`src/rtl/core/qnr_pkg.sv`:
```
// ---------------------------------------------------------------------------
// qnr_pkg
// Widths, constants and stage types of the nearest-root pipeline.
// ---------------------------------------------------------------------------
package qnr_pkg;

    localparam int SQRT_CELLS = 33;
    localparam int DIV_CELLS  = 50;
    localparam int DISC_W     = 66;
    localparam int DVD_W      = 50;

    localparam logic [31:0] MISS_ROOT = 32'hFFFF_0000;

    typedef struct packed {
        logic               valid;
        logic               ok;
        logic [DISC_W-1:0]  disc;
        logic [35:0]        rem;
        logic [32:0]        root;
        logic signed [31:0] a;
        logic signed [31:0] b;
        logic signed [31:0] lo;
        logic signed [31:0] hi;
    } qnr_sq_t;

    typedef struct packed {
        logic               valid;
        logic               ok;
        logic               neg;
        logic [DVD_W-1:0]   dvd;
        logic [31:0]        dvs;
        logic [31:0]        rem;
        logic [DVD_W-1:0]   quo;
        logic signed [31:0] lo;
        logic signed [31:0] hi;
    } qnr_dv_t;

endpackage

```
`src/rtl/core/qnr_sqrt_cell.sv`:
```
// ---------------------------------------------------------------------------
// qnr_sqrt_cell
// One bit pair of the restoring square root, registered.
// ---------------------------------------------------------------------------
module qnr_sqrt_cell
    import qnr_pkg::*;
(
    input  logic    clk,
    input  logic    rst_n,
    input  logic    en,
    input  qnr_sq_t din,
    output qnr_sq_t dout
);

    qnr_sq_t    data_reg;
    qnr_sq_t    data_next;
    logic [35:0] rem_sh;
    logic [35:0] trial;

    always_comb
    begin
        data_next = din;
        rem_sh    = {din.rem[33:0], din.disc[DISC_W-1 -: 2]};
        trial     = {1'b0, din.root, 2'b01};
        data_next.disc = {din.disc[DISC_W-3:0], 2'b00};
        if (rem_sh >= trial)
        begin
            data_next.rem  = rem_sh - trial;
            data_next.root = {din.root[31:0], 1'b1};
        end
        else
        begin
            data_next.rem  = rem_sh;
            data_next.root = {din.root[31:0], 1'b0};
        end
    end

    always_ff @(posedge clk or negedge rst_n)
    begin
        if (!rst_n)
        begin
            data_reg <= '0;
        end
        else if (en)
        begin
            data_reg <= data_next;
        end
    end

    assign dout = data_reg;

endmodule

```
`config.mk`:
```
export PLATFORM = sky130hd
export DESIGN_NAME = qnr_sqrt_cell
export DESIGN_NICKNAME = d
export VERILOG_FILES = /design/src/rtl/core/qnr_pkg.sv /design/src/rtl/core/qnr_sqrt_cell.sv
export SDC_FILE = /design/constraint.sdc
export NUM_CORES = 1
export LEC_CHECK = 0
export ABC_AREA = 1
export BUFFER_PORTS_ARGS = -buffer_cell sky130_fd_sc_hd__buf_2
export CAP_MARGIN = 20
export CELL_PAD_IN_SITES_DETAIL_PLACEMENT = 1
export CELL_PAD_IN_SITES_GLOBAL_PLACEMENT = 1
export CORE_MARGIN = 5
export CORE_UTILIZATION = 34
export DETAILED_ROUTE_END_ITERATION = 10
export PLACE_DENSITY = 0.78
export SLEW_MARGIN = 5
export SYNTH_ARGS = -nofsm -noshare
export SYNTH_HDL_FRONTEND = slang
export SYNTH_SLANG_ARGS = --single-unit
```
`constraint.sdc`:
```
create_clock -name clk -period 0.8 [get_ports clk]
set_input_delay 0.08 -clock clk [delete_from_list [all_inputs] [get_ports clk]]
set_output_delay 0.08 -clock clk [all_outputs]
set_load 0.05 [all_outputs]
```
==> run metrics, run 1 <==
status did not finish; initial antenna violation count 30; Cell Area, Synth 13190 µm²; Final Wtd Congestion roughly 0.9; Tot GR Track Use 69.67%; total global routing overflow 28; Buffers on Ports 528; # H-tree levels 1; Area after DPL between 15000 and 20000 µm²; Clock Path Buffers 3; register area share after synthesis roughly half; die height just over 200 µm; Crit. endpoint post-GRT repair dout[188]$_DFFE_PN0P_/D; syn_area_per_cell around 7.3 µm²; Err [ERROR GRT-0232] Routing congestion too high. Check the congestion heatmap in the GUI.; IO Count 533; DP Worst Slack -1.159 ns; CTS sink count approximately 260; Synth Instances 1810; Last stage global routing; Row Count 72; worst_ep kind register input; Initial Utilization 34.28%; Num CTS Buffers 31; Die Wd 206.9 µm; synth unique cells 32; YS warnings 0; root buffer cell clkbuf_16; DPL Wire Length between 40000 and 50000 µm; pin count of the biggest net entering global routing 54; FF+latch count, synth 263
## synth_stat cells (all sizes together)
cell type  number  area share [%]
nand2        1053              30
dfrtp         263              50
inv           170             4.8
nor2           51             1.5
clkbuf         50             1.4
nand3          45             1.8
o21ai          37             1.4
ha             35             3.3
nand3b         30             1.7
a21oi          23            0.87
buf            18            0.76
xnor2          15             1.0
nor3            6            0.23
and2            4            0.19
a31oi           2           0.095
nand4           2           0.095
clkinv          1           0.028
conb            1           0.028
nor4            1            0.16
o21bai          1           0.057
or2             1           0.047
xor2            1           0.066
## routing by layer
metal | track usage [%] | overflow
met1 | 66.95 | 0
met2 | 89.56 | 13
met3 | 52.55 | 0
met4 | 72.69 | 15
met5 | 16.82 | 0
## logic make-up after synthesis
kind of cell               share of synthesized area [%]
adders and majority gates                          3.321
buffers and inverters                              7.050
other                                            0.02844
AOI/OAI and AO/OA                                  2.429
DFF                                                49.91
xor gates and xnor gates                           1.063
and+or+nand+nor                                    36.20
## through the flow
step                      setup TNS, ns  utilization [%]  hold slack (ns)  instances
after floorplan                  -25.07                -          -0.2156       1811
after global placement           -50.77            48.54         -0.04140       2935
after detailed placement         -60.02            48.54         -0.04026       2935
after CTS                       -135.99            66.02          -0.1423       3338
## what timing repair did
action	CTS
pin swaps	100
endpoints found under the setup margin	300
endpoints found under the hold margin	525
hold buffers	265
setup buffers	75
gates cloned	6
resized for setup	718
==> run 2, diff against run 1 <==
- CELL_PAD_IN_SITES_DETAIL_PLACEMENT: 1 -> not set
- CELL_PAD_IN_SITES_GLOBAL_PLACEMENT: 1 -> not set
- CORE_AREA: not set -> 5 5 205 207
- CORE_MARGIN: 5 -> not set
- CORE_UTILIZATION: 34 -> not set
- DIE_AREA: not set -> 0 0 210 212
- PLACE_DENSITY: 0.78 -> not set
- PLACE_DENSITY_LB_ADDON: not set -> 0.15
==> run metrics, run 2 <==
status finished, violations left (was did not finish); failing checks negative hold slack, negative setup slack; most frequent cells after synthesis nand2_1 (1039), dfrtp_1 (263), inv_1 (166) (unchanged); pin count of the biggest net entering global routing 66; Initial Utilization 32.82% (was 34.28%); IO Count 533 (unchanged); multiplexer area fraction after synthesis 0% (unchanged); unrepaired setup endpoints after global routing true; Synth Flop Type dfrtp_1 (unchanged); pwr/cell area about 1900 nW/µm²; Setup WS post-layout -0.5418 ns; grt met1 use between 20% and 30%; Final ANT Viol Nets 0; WL final 61340 µm; min Tclk post-route ~1.3 ns; Synth Area in XOR/XNOR 1.063% (unchanged); Area after DPL 18730 µm² (was 18670 µm²); critical path required time 1.25 ns; Avg WL per Cell roughly 18 µm; # H-tree levels 1 (unchanged); Worst Path Buf+Inv 4; FF+latch count, synth 263 (unchanged); met2 usage 45.37%; CTS sink count 263 (unchanged); crit-path leading delay family simple AND/OR/NAND/NOR gates; WS Path Type input port to flop; largest family of logic cells by synthesized area simple AND/OR/NAND/NOR gates (unchanged); clock tree from TritonCTS built; Final Util 64.04%; Critical Path Start din[141]; Final period util 167.7%; DPL Wire Length 40610 µm (was 46970 µm); Pleak 13.34 nW; CP Max Fanout 6; Max Clock Freq 745.3 MHz; setup violators final approximately 300; gr busiest metal met2; endpoints failing hold 13; synth unique cells 32 (unchanged); register area share after synthesis 49.91% (unchanged); commonest non-fill, non-tap cell in the layout nand2_1; Cell Area, Synth 13190 µm² (unchanged); Worst path max stage delay approximately 0.28 ns; Num CTS Buffers 31 (unchanged); Synth Area in Adders 3.321% (unchanged); Setup Skew 0 ns; DR vias/cell 4.644; final instance area 25730 µm²; most frequent cells in the layout nand2_1 (939), dlygate4sd3_1 (270), buf_6 (263); YS warnings 0 (unchanged); Worst path slowest cell ha_4; core area 40180 µm²; Critical Path Start Type input port; total of max-cap violations 0; M3 GR Usage under 10%; Synth-to-Final Area Change 95.15%; Reg-to-Reg Start dout[35]; final total power just under 0.05 W; root buffer cell clkbuf_16 (unchanged); Worst-Skew Late Latency 0.57 ns; Row Count 74 (was 72); post-route DRC violation count 0; FFs w/ async S/R, synth 100.0% (unchanged); Buffers on Ports 528 (unchanged); most common cell in the synthesized netlist nand2_1 (unchanged); TritonRoute pass-1 iters 7; Tot GR Track Use 25.53%; CP Cell Sequence buf_6, inv_4, ha_4, nand2_4, nor2_4, and2_4, nand4_1, nor2_2, nor2_4, nand2_8, buf_12, buf_12, nand2_4, nand3_2, nand2_1; total global routing overflow 0; Worst setup EP type flop; die height 212 µm (was 206.9 µm); DRT iter0 DRCs 1008; Synth Area in Simple Gates 36.20% (unchanged); Yosys top cell by area dfrtp_1 (unchanged); max reg flops 263; syn_area_per_cell 7.285 µm² (unchanged); Max Slew Vio Count 0; vias in the first global route 16200; initial antenna violation count 9; VDD IR max 0.001569 V; top-area cell type share of the netlist area 49.91% (unchanged); Final Wtd Congestion 0.9089 (was 0.8928); Post-synth EDFFs 0 (unchanged); Area contributors post-synth dfrtp_1 (50%), nand2_1 (30%), inv_1 (4.7%), ha_1 (3.3%), nand3b_1 (1.7%) (unchanged); crit path DAT 1.79 ns; Final nets 3122; Synth Instances 1810 (unchanged); layout cells sized above 1 46.06%; Die Wd 210 µm (was 206.9 µm); Hold Slack -0.05316 ns; r2r setup slk -0.08 ns; path type of the worst min-delay path input port to asynchronous set/reset pin; first-pass GRT wire length 90310 µm; Clock Path Buffers 3 (unchanged); Compound-Gate Fraction of Synth Area 2.429% (unchanged); detailed-route via count 15720; Worst-path clk slew 0.06 ns; die area 44520 µm²
-- run 2: cell counts after synthesis --
No cell type changed its count.
-- run 2: worst paths after layout --
| check | endpoint | cells after the start |
|---|---|---|
| worst max-delay path | dout[172] | 15 |
| worst min-delay path | dout[242] | 2 |
| worst max register to register | dout[35] | 4 |
| worst min register to register | dout[62] | 2 |
| max in group asynchronous | dout[141] | 3 |
| min in group clk | dout[161] | 4 |
-- run 2: what timing repair did --
action / 4_1_cts / 5_1_grt
buffers inserted: 49 / 41
hold buffers: 261 / 9
setup endpoints to repair: 300 / 301
endpoints found under the hold margin: 524 / 18
cloned: 5 / 0
resized for setup: 660 / 101
pin swaps: 43 / 53
-- run 2: kinds of logic after synthesis --
group / Yosys count
XOR/XNOR: 16
adder cells (fa/ha/maj): 35
buffers and inverters: 239
AND/OR/NAND/NOR: 1193
other: 1
flip-flops: 263
AO/OA/AOI/OAI: 63
-- run 2: worst register-to-register path: stages, from the launching register on --
cell	delay [ns]
dfrtp_2	0.42
buf_4	0.13
buf_4	0.12
nand2_1	0.05
nand2_1	0.05
-- run 2: layout make-up --
cell class,instances,area (µm²)
antenna,8,20.02
clock buffer,44,874.6
clock inverter,14,186.4
fill,3225,14450
inverter,171,696.9
multi-input combinational,1310,6898
sequential,263,6864
tap,532,665.6
timing repair buffer,1042,9528
-- run 2: power breakdown --
part | internal (W) | switching, W
registers | 0.0148 | 0.00113
clock network | 0.00890 | 0.00596
logic | 0.00781 | 0.0108
-- run 2: metal layers --
| metal | vias up | share of wire (%) |
|---|---|---|
| met5 | - | 0.029 |
| met4 | 2 | 6.1 |
| met3 | 213 | 6.9 |
| met2 | 677 | 50 |
| met1 | 7349 | 37 |
| li1 | 7475 | - |
-- run 2: through the flow --
| stage | std cells | setup TNS (ns) | setup slack (ns) |
|---|---|---|---|
| CTS | 3332 | -136.21 | -0.5019 |
| finish | 3384 | -129.57 | -0.5418 |
| global placement | 2960 | -59.37 | -1.111 |
| floorplan | 1811 | -25.07 | -0.7252 |
| detailed placement | 2960 | -62.81 | -1.129 |
| global route | 3384 | -144.20 | -0.6056 |
Note: power is estimated with default switching activity, not from simulation.
