**src/rtl/core/qnr_pkg.sv**
```systemverilog
// ---------------------------------------------------------------------------
// qnr_pkg
// Widths, constants and stage types of the nearest-root pipeline.
// ---------------------------------------------------------------------------
package qnr_pkg;

    localparam int SQRT_CELLS = 33;
    localparam int DIV_CELLS  = 50;
    localparam int DISC_W     = 66;
    localparam int DVD_W      = 50;

    localparam logic [31:0] MISS_ROOT = 32'hFFFF_0000;

    typedef struct packed {
        logic               valid;
        logic               ok;
        logic [DISC_W-1:0]  disc;
        logic [35:0]        rem;
        logic [32:0]        root;
        logic signed [31:0] a;
        logic signed [31:0] b;
        logic signed [31:0] lo;
        logic signed [31:0] hi;
    } qnr_sq_t;

    typedef struct packed {
        logic               valid;
        logic               ok;
        logic               neg;
        logic [DVD_W-1:0]   dvd;
        logic [31:0]        dvs;
        logic [31:0]        rem;
        logic [DVD_W-1:0]   quo;
        logic signed [31:0] lo;
        logic signed [31:0] hi;
    } qnr_dv_t;

endpackage

```
**src/rtl/core/qnr_div_cell.sv**
```systemverilog
// ---------------------------------------------------------------------------
// qnr_div_cell
// One quotient bit of the restoring divider, registered.
// ---------------------------------------------------------------------------
module qnr_div_cell
    import qnr_pkg::*;
(
    input  logic    clk,
    input  logic    rst_n,
    input  logic    en,
    input  qnr_dv_t din,
    output qnr_dv_t dout
);

    qnr_dv_t     data_reg;
    qnr_dv_t     data_next;
    logic [31:0] rem_sh;

    always_comb
    begin
        data_next     = din;
        rem_sh        = {din.rem[30:0], din.dvd[DVD_W-1]};
        data_next.dvd = {din.dvd[DVD_W-2:0], 1'b0};
        if (rem_sh >= din.dvs)
        begin
            data_next.rem = rem_sh - din.dvs;
            data_next.quo = {din.quo[DVD_W-2:0], 1'b1};
        end
        else
        begin
            data_next.rem = rem_sh;
            data_next.quo = {din.quo[DVD_W-2:0], 1'b0};
        end
    end

    always_ff @(posedge clk or negedge rst_n)
    begin
        if (!rst_n)
        begin
            data_reg <= '0;
        end
        else if (en)
        begin
            data_reg <= data_next;
        end
    end

    assign dout = data_reg;

endmodule

```
**config.mk**
```make
export PLATFORM = sky130hd
export DESIGN_NAME = qnr_div_cell
export DESIGN_NICKNAME = d
export VERILOG_FILES = /design/src/rtl/core/qnr_pkg.sv /design/src/rtl/core/qnr_div_cell.sv
export SDC_FILE = /design/constraint.sdc
export NUM_CORES = 1
export LEC_CHECK = 0
export BUFFER_PORTS_ARGS = -buffer_cell sky130_fd_sc_hd__buf_4
export CAP_MARGIN = 20
export CORE_AREA = 4 4 178 180
export CTS_CLUSTER_DIAMETER = 100
export CTS_CLUSTER_SIZE = 24
export DETAILED_ROUTE_END_ITERATION = 12
export DIE_AREA = 0 0 182 184
export GPL_TIMING_DRIVEN = 0
export PLACE_DENSITY = 0.67
export SETUP_SLACK_MARGIN = 0.2
export SYNTH_ARGS = -nofsm -noshare
export SYNTH_HDL_FRONTEND = slang
export SYNTH_SLANG_ARGS = --single-unit
```
**constraint.sdc**
```tcl
create_clock -name clk -period 1.15 [get_ports clk]
set_clock_uncertainty 0.2 [all_clocks]
set_input_delay 0.1725 -clock clk [delete_from_list [all_inputs] [get_ports clk]]
set_output_delay 0.1725 -clock clk [all_outputs]
set_load 0.05 [all_outputs]
```
==> impl_metrics.yaml, run 1 <==
flow_run:
  cap_violations: 0
sta:
  timing.fmax_mhz: 388
  rsz0062_at_grt: "yes"
  fin_crit_sh: 2.24
  hold_ws_ns: -0.549
  worstMarginPinSlew_ns: 0.650
  fin_crit_ns: 2.58
  finalSetupViolations: 279
  slew_viol_final: 0
  relSlewSlack: 0.567
  fin_setup_tns_ns: -113.35
  worst_slack_ns: -1.43
  hold_viol: 176
logic_synthesis:
  yosysMostFrequentCell: "dfrtp_1"
  syn_area_sq_um: 10600
  syn_nets: 1108
  yosys_warnings: 0
  synth_edf_count: 0
  async_reset_ff_frac: 1.00
  synth-seq-cells: 230
  synth.area.top_cells: "dfrtp_1 54%, mux2_2 21%, ha_1 3.8%"
  synth_ff_type: "dfrtp_1"
  synth_top_area_frac: 0.543
  synthTopCellsByCount: "230 x dfrtp_1, 198 x mux2_2, 58 x a21oi_1"
  avgSynthCellArea_sq_um: 12.6
  ys_types: 60
  yosys.area.top_type: "dfrtp_1"
  synthCells: 841
  synth-seq-area-share: 0.543
cells_and_area:
  final_util: 0.677
  layout-drive-gt1-share: 0.647
  area.sequential_sq_um: 6040
  syn2layout_area_growth_pct: 92.7
  nNetsFinal: 1898
  largest_reg_flops: 230
  multi_input_area_sq_um: 5030
  nFillCells: 2043
  layout.cells.non_filler: 2033
critical_path:
  crit_path_cell_trace: "buf_8 > inv_12 > ha_4 > fa_2 > nand2b_4 > a211oi_4 > nor2_4 > o21ai_4 > a221oi_4 > a211oi_2 > o22ai_4 > buf_6 > or4b_1 > nand3_1"
  worst-path-buf-inv: 3
  crit_family: "compound AO/OA/AOI/OAI gates"
  critPathKind: "primary input to flip-flop"
  worst_setup_path_start_kind: "primary input"
  cp_max_fo: 7
  end_kind: "flip-flop"
  cp.arrival_ns: 2.81
  slowest_stage: "or4b_1"
  slowest_delay_ns: 0.46
  cp.required_ns: 1.38
detailed_routing:
  viasPerCell: 4.91
  postRouteAntennaNets: 0
  initialDrtViolationCount: 401
  drt-pass1-iter-count: 4
  routedWlPerCell_um: 22.4
  drc_errors: 0
  drt-total-wl_um: 45500
  vias: 9987
cts:
  clock-root-buffer: "clkbuf_16"
  clk_pin_slew_ns: 0.10
  cts_buffers: 14
  cts_buffer_depth: 3
  htreeDepth: 1
  cts_tree: "built"
  insertion_delay_ns: 0.49
  cts_num_sinks: 230
placement:
  dp_cells: 1699
  dp_hpwl_um: 28200
  port_buffers: 461
  gp_congestion: 0.872
  place_ws_ns: -2.07
grt:
  grt_pass1_vias: 10600
  grt.overflow.total: 0
  grt_pass1_wl_um: 63500
  grt_usage: 0.241
  grt_max_degree: 113
  antenna_found_initial: 3
die:
  dieWidth_um: 182
  rows: 64
  boundaryPins: 465
  core_sq_um: 30200
  initial_core_util: 0.351
  die_h_um: 184
  die_area_sq_um: 33500
worst_hold_path:
  hold_path.class: "primary input to asynchronous set/reset pin"
pwr:
  ir_worst_vdd_uv: 1080
  p_leak_uw: 0.00945
  pwr_density_cell_nw_per_um2: 1300
run_status:
  violations: "negative hold slack, negative setup slack"
  status: "finished, violations left"
[logic make-up (layout without fill, tap and decap cells)]
kind of cell | Yosys count | in the layout | synth area share
DFF | 230 | 230 | 0.543
muxes | 223 | 223 | 0.234
AOI/OAI and AO/OA | 128 | 128 | 0.0764
and+or+nand+nor | 120 | 120 | 0.0541
buffers and inverters | 80 | 874 | 0.0315
adders and majority gates | 33 | 33 | 0.0396
xor gates and xnor gates | 26 | 26 | 0.0215
other | 1 | 3 | 0.000354
[final timing paths]
kind | from | to | slack, ns | cells past startpoint
max | din[227] | dout[143] | -1.43 | 14
min | rst_n | dout[191] | -0.55 | 1
max reg2reg | dout[213] | dout[213] | -0.12 | 3
min reg2reg | dout[174] | dout[174] | 0.33 | 1
max in group asynchronous | rst_n | dout[60] | 0.34 | 2
min in group clk | din[146] | dout[146] | -0.28 | 2
[layer usage]
metal | GRT usage | routed length (um)
met1 | 0.277 | 16800
met2 | 0.436 | 23500
met3 | 0.0556 | 2980
met4 | 0.0940 | 2190
met5 | 0 | 20
[per-stage QoR]
step,cell area [sq um],power (uW)
final,20400,26600
after global placement,15600,18400
after floorplan,11600,15400
after CTS,19700,25900
after detailed placement,15600,18500
after global routing,20400,27600
[where the power goes]
| part | switching, uW | internal (uW) |
|---|---|---|
| Combinational | 5980 | 5050 |
| Sequential | 761 | 9130 |
| Clock | 2980 | 2650 |
| Total | 9720 | 16800 |
[layout make-up]
| cell class | instances | share of cell area |
|---|---|---|
| flip-flops and latches | 230 | 0.296 |
| repair buffers | 774 | 0.373 |
| diodes | 2 | 0.000245 |
| multi-input cells | 531 | 0.246 |
| clock buffers | 15 | 0.0184 |
| inverters | 42 | 0.00833 |
| plain buffers | 38 | 0.0307 |
| well taps | 396 | 0.0242 |
| clock inverters | 5 | 0.00331 |
[cell usage in the layout (no fill, tap or decap), types with 20 or more instances in the layout]
cell / count
clkbuf_16: 36
nand2_1: 26
mux2i_1: 20
buf_4: 246
ha_1: 31
a21oi_1: 52
inv_1: 41
buf_6: 293
dfrtp_2: 229
nor2_1: 48
dlygate4sd3_1: 225
mux2_2: 98
mux2_4: 101
[repair_timing]
action	4_1_cts	5_1_grt
cloned	2	1
endpoints found under the setup margin	580	460
endpoints found under the hold margin	399	116
gates resized for setup	261	106
buffers inserted	38	46
pin swaps	11	6
hold buffers	224	1
No activity file was read; power rests on OpenSTA's default activity.
==> run 2: changes to the inputs <==
--- a/config.mk
+++ b/config.mk
@@ -14,6 +14,7 @@
 export DIE_AREA = 0 0 182 184
 export GPL_TIMING_DRIVEN = 0
 export PLACE_DENSITY = 0.67
+export RECOVER_POWER = 50
 export SETUP_SLACK_MARGIN = 0.2
 export SYNTH_ARGS = -nofsm -noshare
 export SYNTH_HDL_FRONTEND = slang
==> run 2 against run 1 <==
Net effect:
- sequential cell count unchanged
- the run still ends with negative hold slack, negative setup slack left
- hold slack improved by 0.19 ns
- critical path type unchanged
- clock power about the same
- design area is essentially flat
- largest cell class unchanged
- routed wire length hardly changed
- clock-buffer cell count stayed put
- die area unchanged
- cell count stayed put
==> impl_metrics.yaml, run 2 (synthesis results as in run 1) <==
placement:
  place_ws_ns: -2.07
  dp_cells: 1699
  gp_congestion: 0.872
  dp_hpwl_um: 28200
  port_buffers: 461
grt:
  grt_use_met3: 0.0556
  met2_usage: 0.436
  grt_usage: 0.241
  antenna_found_initial: 3
  grt_pass1_vias: 10600
  grt.overflow.total: 0
  grt_pass1_wl_um: 63500
  busiest_layer: "met2"
  grtUsageMet1: 0.277
  grt_max_degree: 113
critical_path:
  cp.required_ns: 1.38
  end_kind: "flip-flop"
  cp_max_fo: 7
  worst_setup_path_start_kind: "primary input"
  cp.arrival_ns: 2.81
  critPathKind: "primary input to flip-flop"
sta:
  hold_viol: 116
  timing.fmax_mhz: 388
  fin_setup_tns_ns: -113.36
  worst_slack_ns: -1.43
  relSlewSlack: 0.280
  finalSetupViolations: 282
  slew_viol_final: 0
  fin_crit_ns: 2.58
  worstMarginPinSlew_ns: 1.08
  rsz0062_at_grt: "yes"
  hold_ws_ns: -0.363
  fin_crit_sh: 2.24
detailed_routing:
  viasPerCell: 4.91
  drc_errors: 0
  drt-pass1-iter-count: 4
  initialDrtViolationCount: 401
  routedWlPerCell_um: 22.4
  vias: 9987
  postRouteAntennaNets: 0
  drt-total-wl_um: 45500
pwr:
  pwr_density_cell_nw_per_um2: 1300
  ir_worst_vdd_uv: 1080
  p_leak_uw: 0.00944
cells_and_area:
  layout-drive-gt1-share: 0.647
  nNetsFinal: 1898
  layout.cells.non_filler: 2033
  syn2layout_area_growth_pct: 92.5
  final_util: 0.677
  final_cell_mix: "294 x buf_6, 246 x buf_4, 229 x dfrtp_2, 225 x dlygate4sd3_1, 101 x mux2_4"
  largest_reg_flops: 230
  layout_commonest_cell: "buf_6"
run_status:
  status: "finished, violations left"
  violations: "negative hold slack, negative setup slack"
die:
  die_h_um: 184
  dieWidth_um: 182
  rows: 64
  boundaryPins: 465
  die_area_sq_um: 33500
  initial_core_util: 0.351
  core_sq_um: 30200
flow_run:
  cap_violations: 0
cts:
  htreeDepth: 1
  cts_buffer_depth: 3
  clock-root-buffer: "clkbuf_16"
  clk_pin_slew_ns: 0.10
  cts_buffers: 14
  insertion_delay_ns: 0.49
  cts_tree: "built"
  cts_num_sinks: 230
worst_hold_path:
  hold_path.class: "primary input to asynchronous set/reset pin"
-- run 2: cell type report --
| type | instances | area, sq um |
|---|---|---|
| fill | 2048 | 9770 |
| timing repair buffer | 774 | 7610 |
| sequential | 230 | 6040 |
| multi-input combinational | 531 | 5030 |
| buffer | 38 | 628 |
| tap | 396 | 495 |
| clock buffer | 15 | 375 |
| inverter | 42 | 170 |
| clock inverter | 5 | 67.6 |
| antenna | 2 | 5.00 |
-- run 2: path summary, 6_finish.rpt --
path	from	endpoint	slack, ns	cells past startpoint
worst min register to register	dout[174]	dout[174]	0.33	1
worst min-delay path	rst_n	dout[191]	-0.36	1
worst max-delay path	din[227]	dout[143]	-1.43	14
min in group clk	din[146]	dout[146]	-0.28	2
max in group asynchronous	rst_n	dout[60]	0	2
worst max register to register	dout[213]	dout[213]	-0.12	3
-- run 2: power by group --
part | leakage (uW) | internal [uW] | total [uW] | switching [uW]
logic | 0.00678 | 5040 | 11000 | 5980
clock network | 0.000218 | 2650 | 5630 | 2980
registers | 0.00245 | 9130 | 9890 | 761
-- run 2: metrics by stage --
step	power, uW	area [sq um]	hold slack [ns]
after floorplan	15400	11600	-0.323
after global placement	18400	15600	0.205
after detailed placement	18500	15600	0.123
after CTS	25900	19700	-0.522
after global routing	27600	20400	-0.297
final	26500	20400	-0.363
-- run 2: per-layer routing --
metal | share of wire | wire length (um)
met5 | 0.00044 | 20
met4 | 0.048 | 2190
met3 | 0.066 | 2980
met2 | 0.52 | 23500
met1 | 0.37 | 16800
-- run 2: worst max-delay path, stage by stage --
cell and delay, ns:
buf_8 0.10, inv_12 0.03, ha_4 0.15, fa_2 0.35, nand2b_4 0.17, a211oi_4 0.29, nor2_4 0.07, o21ai_4 0.17
a221oi_4 0.10, a211oi_2 0.35, o22ai_4 0.18, buf_6 0.15, or4b_1 0.46, nand3_1 0.08
-- run 2: repair_timing --
item,in CTS,in global routing
hold buffers,224,1
endpoints found under the setup margin,580,460
gates cloned,2,1
pin swaps,11,6
gates resized for setup,261,106
endpoints found under the hold margin,399,116
buffers inserted,38,46
==> run 3: changes to the inputs <==
--- a/config.mk
+++ b/config.mk
@@ -5,15 +5,17 @@
 export SDC_FILE = /design/constraint.sdc
 export NUM_CORES = 1
 export LEC_CHECK = 0
+export ABC_AREA = 1
 export BUFFER_PORTS_ARGS = -buffer_cell sky130_fd_sc_hd__buf_4
 export CAP_MARGIN = 20
-export CORE_AREA = 4 4 178 180
+export CORE_ASPECT_RATIO = 0.5
+export CORE_MARGIN = 4
+export CORE_UTILIZATION = 49
 export CTS_CLUSTER_DIAMETER = 100
 export CTS_CLUSTER_SIZE = 24
 export DETAILED_ROUTE_END_ITERATION = 12
-export DIE_AREA = 0 0 182 184
 export GPL_TIMING_DRIVEN = 0
-export PLACE_DENSITY = 0.67
+export PLACE_DENSITY = 0.86
 export RECOVER_POWER = 50
 export SETUP_SLACK_MARGIN = 0.2
 export SYNTH_ARGS = -nofsm -noshare
==> run 3 against run 2 <==
Net effect:
- the run now fails in global routing
- synthesized cell count up 91%
- area after synthesis increased by 10%
==> impl_metrics.yaml, run 3 <==
die:
  boundaryPins: 465
  dieWidth_um: 226
  initial_core_util: 0.505
  rows: 39
  die_h_um: 117
cts:
  cts_buffers: 13
  cts_num_sinks: 230
  htreeDepth: 1
  cts_buffer_depth: 3
  clock-root-buffer: "clkbuf_16"
logic_synthesis:
  avgSynthCellArea_sq_um: 7.26
  ys_types: 32
  yosys_warnings: 0
  synthTopCellsByCount: "901 x nand2_1, 230 x dfrtp_1, 170 x inv_1"
  synth.area.top_cells: "dfrtp_1 49%, nand2_1 29%, inv_1 5.5%"
  yosys.area.top_type: "dfrtp_1"
  yosysMostFrequentCell: "nand2_1"
  synthCells: 1610
  synth-seq-area-share: 0.492
  syn_area_sq_um: 11700
  async_reset_ff_frac: 1.00
  synth_top_area_frac: 0.492
  synth-seq-cells: 230
  synth_edf_count: 0
  synth_ff_type: "dfrtp_1"
  syn_nets: 1877
run_status:
  status: "aborted with a tool error"
  stop_error: "[ERROR GRT-0232] Routing congestion too high. Check the congestion heatmap in the GUI."
  stop_stage: "global routing"
grt:
  grt.overflow.total: 106
  grt_max_degree: 53
  grt_usage: 0.797
placement:
  gp_congestion: 0.967
  port_buffers: 461
  place_ws_ns: -1.32
  dp_hpwl_um: 34500
sta:
  worst_endpoint_kind: "sequential cell input"
  worst_endpoint: "dout[142]$_DFFE_PN0P_/D"
==> run 3: cell families after synthesis <==
group / after synthesis / share of synthesized area
adder cells (fa/ha/maj): 33 / 0.0360
AO/OA/AOI/OAI: 45 / 0.0196
XOR/XNOR: 15 / 0.0112
flip-flops: 230 / 0.492
other: 1 / 0.000321
buffers and inverters: 230 / 0.0784
AND/OR/NAND/NOR: 1056 / 0.362
==> run 3: through the flow <==
stage / hold WS [ns] / cells / instance area, sq um / utilization
after floorplan: -0.323 / 1610 / 11900 / -
after CTS: -0.680 / 2688 / 20300 / 0.879
after global placement: 0.173 / 2378 / 15800 / 0.681
after detailed placement: -0.161 / 2380 / 15800 / 0.684
==> run 3: layer usage <==
| metal | global-route usage | overflow |
|---|---|---|
| met3 | 0.690 | 6 |
| met4 | 0.829 | 38 |
| met1 | 0.780 | 2 |
| met5 | 0.317 | 0 |
| met2 | 0.943 | 60 |
==> run 3: repair_timing <==
action	4_1_cts
hold buffers	217
endpoints found under the setup margin	439
gates cloned	3
endpoints found under the hold margin	360
pin swaps	13
resized for setup	355
setup buffers	71
==> run 4: changes to the inputs <==
--- a/config.mk
+++ b/config.mk
@@ -8,16 +8,12 @@
 export ABC_AREA = 1
 export BUFFER_PORTS_ARGS = -buffer_cell sky130_fd_sc_hd__buf_4
 export CAP_MARGIN = 20
-export CORE_ASPECT_RATIO = 0.5
 export CORE_MARGIN = 4
-export CORE_UTILIZATION = 49
-export CTS_CLUSTER_DIAMETER = 100
-export CTS_CLUSTER_SIZE = 24
+export CORE_UTILIZATION = 40
 export DETAILED_ROUTE_END_ITERATION = 12
 export GPL_TIMING_DRIVEN = 0
-export PLACE_DENSITY = 0.86
+export PLACE_DENSITY_LB_ADDON = 0.15
 export RECOVER_POWER = 50
-export SETUP_SLACK_MARGIN = 0.2
 export SYNTH_ARGS = -nofsm -noshare
 export SYNTH_HDL_FRONTEND = slang
 export SYNTH_SLANG_ARGS = --single-unit
==> run 4 against run 3 <==
Net effect:
- the flow now finishes, with violations (negative hold slack, negative setup slack)
- synthesized cell count unchanged
- area after synthesis unchanged
==> impl_metrics.yaml, run 4 <==
cells_and_area:
  syn2layout_area_growth_pct: 85.5
  final_cell_mix: "855 x nand2_1, 369 x buf_4, 235 x buf_6, 230 x dfrtp_1, 229 x dlygate4sd3_1"
  nNetsFinal: 2743
  largest_reg_flops: 230
  layout_commonest_cell: "nand2_1"
  layout-drive-gt1-share: 0.334
die:
  initial_core_util: 0.406
  die_h_um: 179
  boundaryPins: 465
  core_sq_um: 28800
  die_area_sq_um: 32000
  dieWidth_um: 179
  rows: 62
critical_path:
  cp.required_ns: 1.35
  slowest_delay_ns: 0.37
  crit_path_cell_trace: "buf_8 > inv_12 > ha_4 > fa_2 > inv_2 > nand2_2 > nand2_2 > nand3_2 > nand2_2 > nand2_2 > nand3_2 > nand2_4 > nand2_8 > buf_12 > nand2_1 > nand3_1 > nand2_1"
  slowest_stage: "fa_2"
  worst-path-buf-inv: 4
  r2r-start: "dout[92]"
  crit_family: "simple AND/OR/NAND/NOR gates"
  cp_max_fo: 10
  critPathKind: "primary input to flip-flop"
  cpMostUsedCell: "nand2_2"
  startpoint: "din[227]"
  end_kind: "flip-flop"
  cp.arrival_ns: 1.90
  worst_setup_path_start_kind: "primary input"
placement:
  port_buffers: 461
  dp_hpwl_um: 35600
  gp_congestion: 0.918
  place_ws_ns: -1.31
sta:
  slew_viol_final: 0
  fin_setup_tns_ns: -119.61
  worst_slack_ns: -0.549
  timing.fmax_mhz: 589
  finalSetupViolations: 370
  fin_crit_ns: 1.70
  relSlewSlack: 0.310
  hold_viol: 41
  fin_crit_sh: 1.48
  rsz0062_at_grt: "yes"
  hold_ws_ns: -0.396
  worstMarginPinSlew_ns: 1.04
logic_synthesis:
  synth.area.top_cells: "dfrtp_1 49%, nand2_1 29%, inv_1 5.5%"
  synth_simple_gate_area_share: 0.362
  synth_top_area_frac: 0.492
  syn_area_sq_um: 11700
  async_reset_ff_frac: 1.00
  synth_compound_area_frac: 0.0196
  yosysMostFrequentCell: "nand2_1"
  avgSynthCellArea_sq_um: 7.26
  synth-seq-cells: 230
  synth_ff_type: "dfrtp_1"
  yosys.area.top_type: "dfrtp_1"
  synth_edf_count: 0
  synth-xor-area-share: 0.0112
  synth_top_family_by_area: "simple AND/OR/NAND/NOR gates"
  ys_types: 32
  synthCells: 1610
  syn_nets: 1877
  yosys_warnings: 0
  synthTopCellsByCount: "901 x nand2_1, 230 x dfrtp_1, 170 x inv_1"
  synth-seq-area-share: 0.492
  synthAdderAreaFrac: 0.0360
  muxShareOfSynthArea: 0
cts:
  clk_pin_slew_ns: 0.06
  insertion_delay_ns: 0.52
  clock-root-buffer: "clkbuf_16"
  cts_tree: "built"
  cts_buffers: 26
  cts_num_sinks: 230
  cts_buffer_depth: 3
  htreeDepth: 1
detailed_routing:
  drc_errors: 0
  drt-pass1-iter-count: 7
  vias: 14400
  postRouteAntennaNets: 0
  viasPerCell: 5.00
  routedWlPerCell_um: 20.2
  initialDrtViolationCount: 1015
  drt-total-wl_um: 58400
pwr:
  ir_worst_vdd_uv: 1080
  pwr_density_cell_nw_per_um2: 1360
  p_leak_uw: 0.0118
grt:
  grt_pass1_vias: 14400
  grt.overflow.total: 0
  antenna_found_initial: 6
  grt_max_degree: 101
  grt_usage: 0.325
  grt_pass1_wl_um: 80700
flow_run:
  cap_violations: 0
worst_hold_path:
  hold_path.class: "primary input to asynchronous set/reset pin"
run_status:
  status: "finished, violations left"
  violations: "negative hold slack, negative setup slack"
[run 4: per-layer routing]
metal	GRT usage	routed length (um)	vias up
li1	-	-	6603
met1	0.373	20700	6783
met2	0.540	27700	784
met3	0.0854	5330	263
met4	0.204	4530	6
met5	0	60	-
[run 4: per-stage QoR]
step / instances / util / hold WS (ns) / cell area (sq um) / total power, uW
finish: 2885 / 0.753 / -0.396 / 21700 / 29400
global route: 2883 / 0.753 / -0.345 / 21700 / 30400
CTS: 2799 / 0.727 / -0.715 / 20900 / 28600
detailed placement: 2457 / 0.549 / -0.140 / 15800 / 17800
global placement: 2455 / 0.546 / 0.174 / 15700 / 17700
floorplan: 1610 / - / -0.323 / 11800 / 14600
[run 4: final cells by class]
| type | instances | area, sq um |
|---|---|---|
| inverters | 172 | 671 |
| flip-flops and latches | 230 | 5760 |
| repair buffers | 839 | 7860 |
| diodes | 5 | 12.5 |
| clock inverters | 8 | 130 |
| fillers | 1976 | 7100 |
| well taps | 384 | 480 |
| multi-input cells | 1151 | 5700 |
| plain buffers | 56 | 319 |
| clock buffers | 40 | 753 |
[run 4: report_power, final]
group	switching (uW)	total, uW	internal [uW]
combinational	6650	11100	4480
clock	3540	8720	5190
sequential	668	9580	8910
total	10900	29400	18600
[run 4: path summary, 6_finish.rpt]
check	end	slack [ns]	cells past startpoint
min	dout[180]	-0.40	1
min in group clk	dout[129]	-0.22	4
max in group asynchronous	dout[71]	-0.37	3
min reg2reg	dout[40]	0.29	2
max reg2reg	dout[92]	-0.11	3
max	dout[126]	-0.55	17
[run 4: timing repair]
item / in CTS / in global routing
pin swaps: 38 / 14
endpoints found under the setup margin: 401 / 424
buffers inserted: 76 / 70
resized for setup: 366 / 47
cloned: 2 / 1
hold endpoints to repair: 363 / 147
hold buffers: 216 / 13
[run 4: cell families (layout without fill, tap and decap cells)]
kind of cell | count (synthesis) | in the layout
AOI/OAI and AO/OA | 45 | 45
xor gates and xnor gates | 15 | 15
adders and majority gates | 33 | 33
buffers and inverters | 230 | 1115
DFF | 230 | 230
other | 1 | 6
and+or+nand+nor | 1056 | 1057
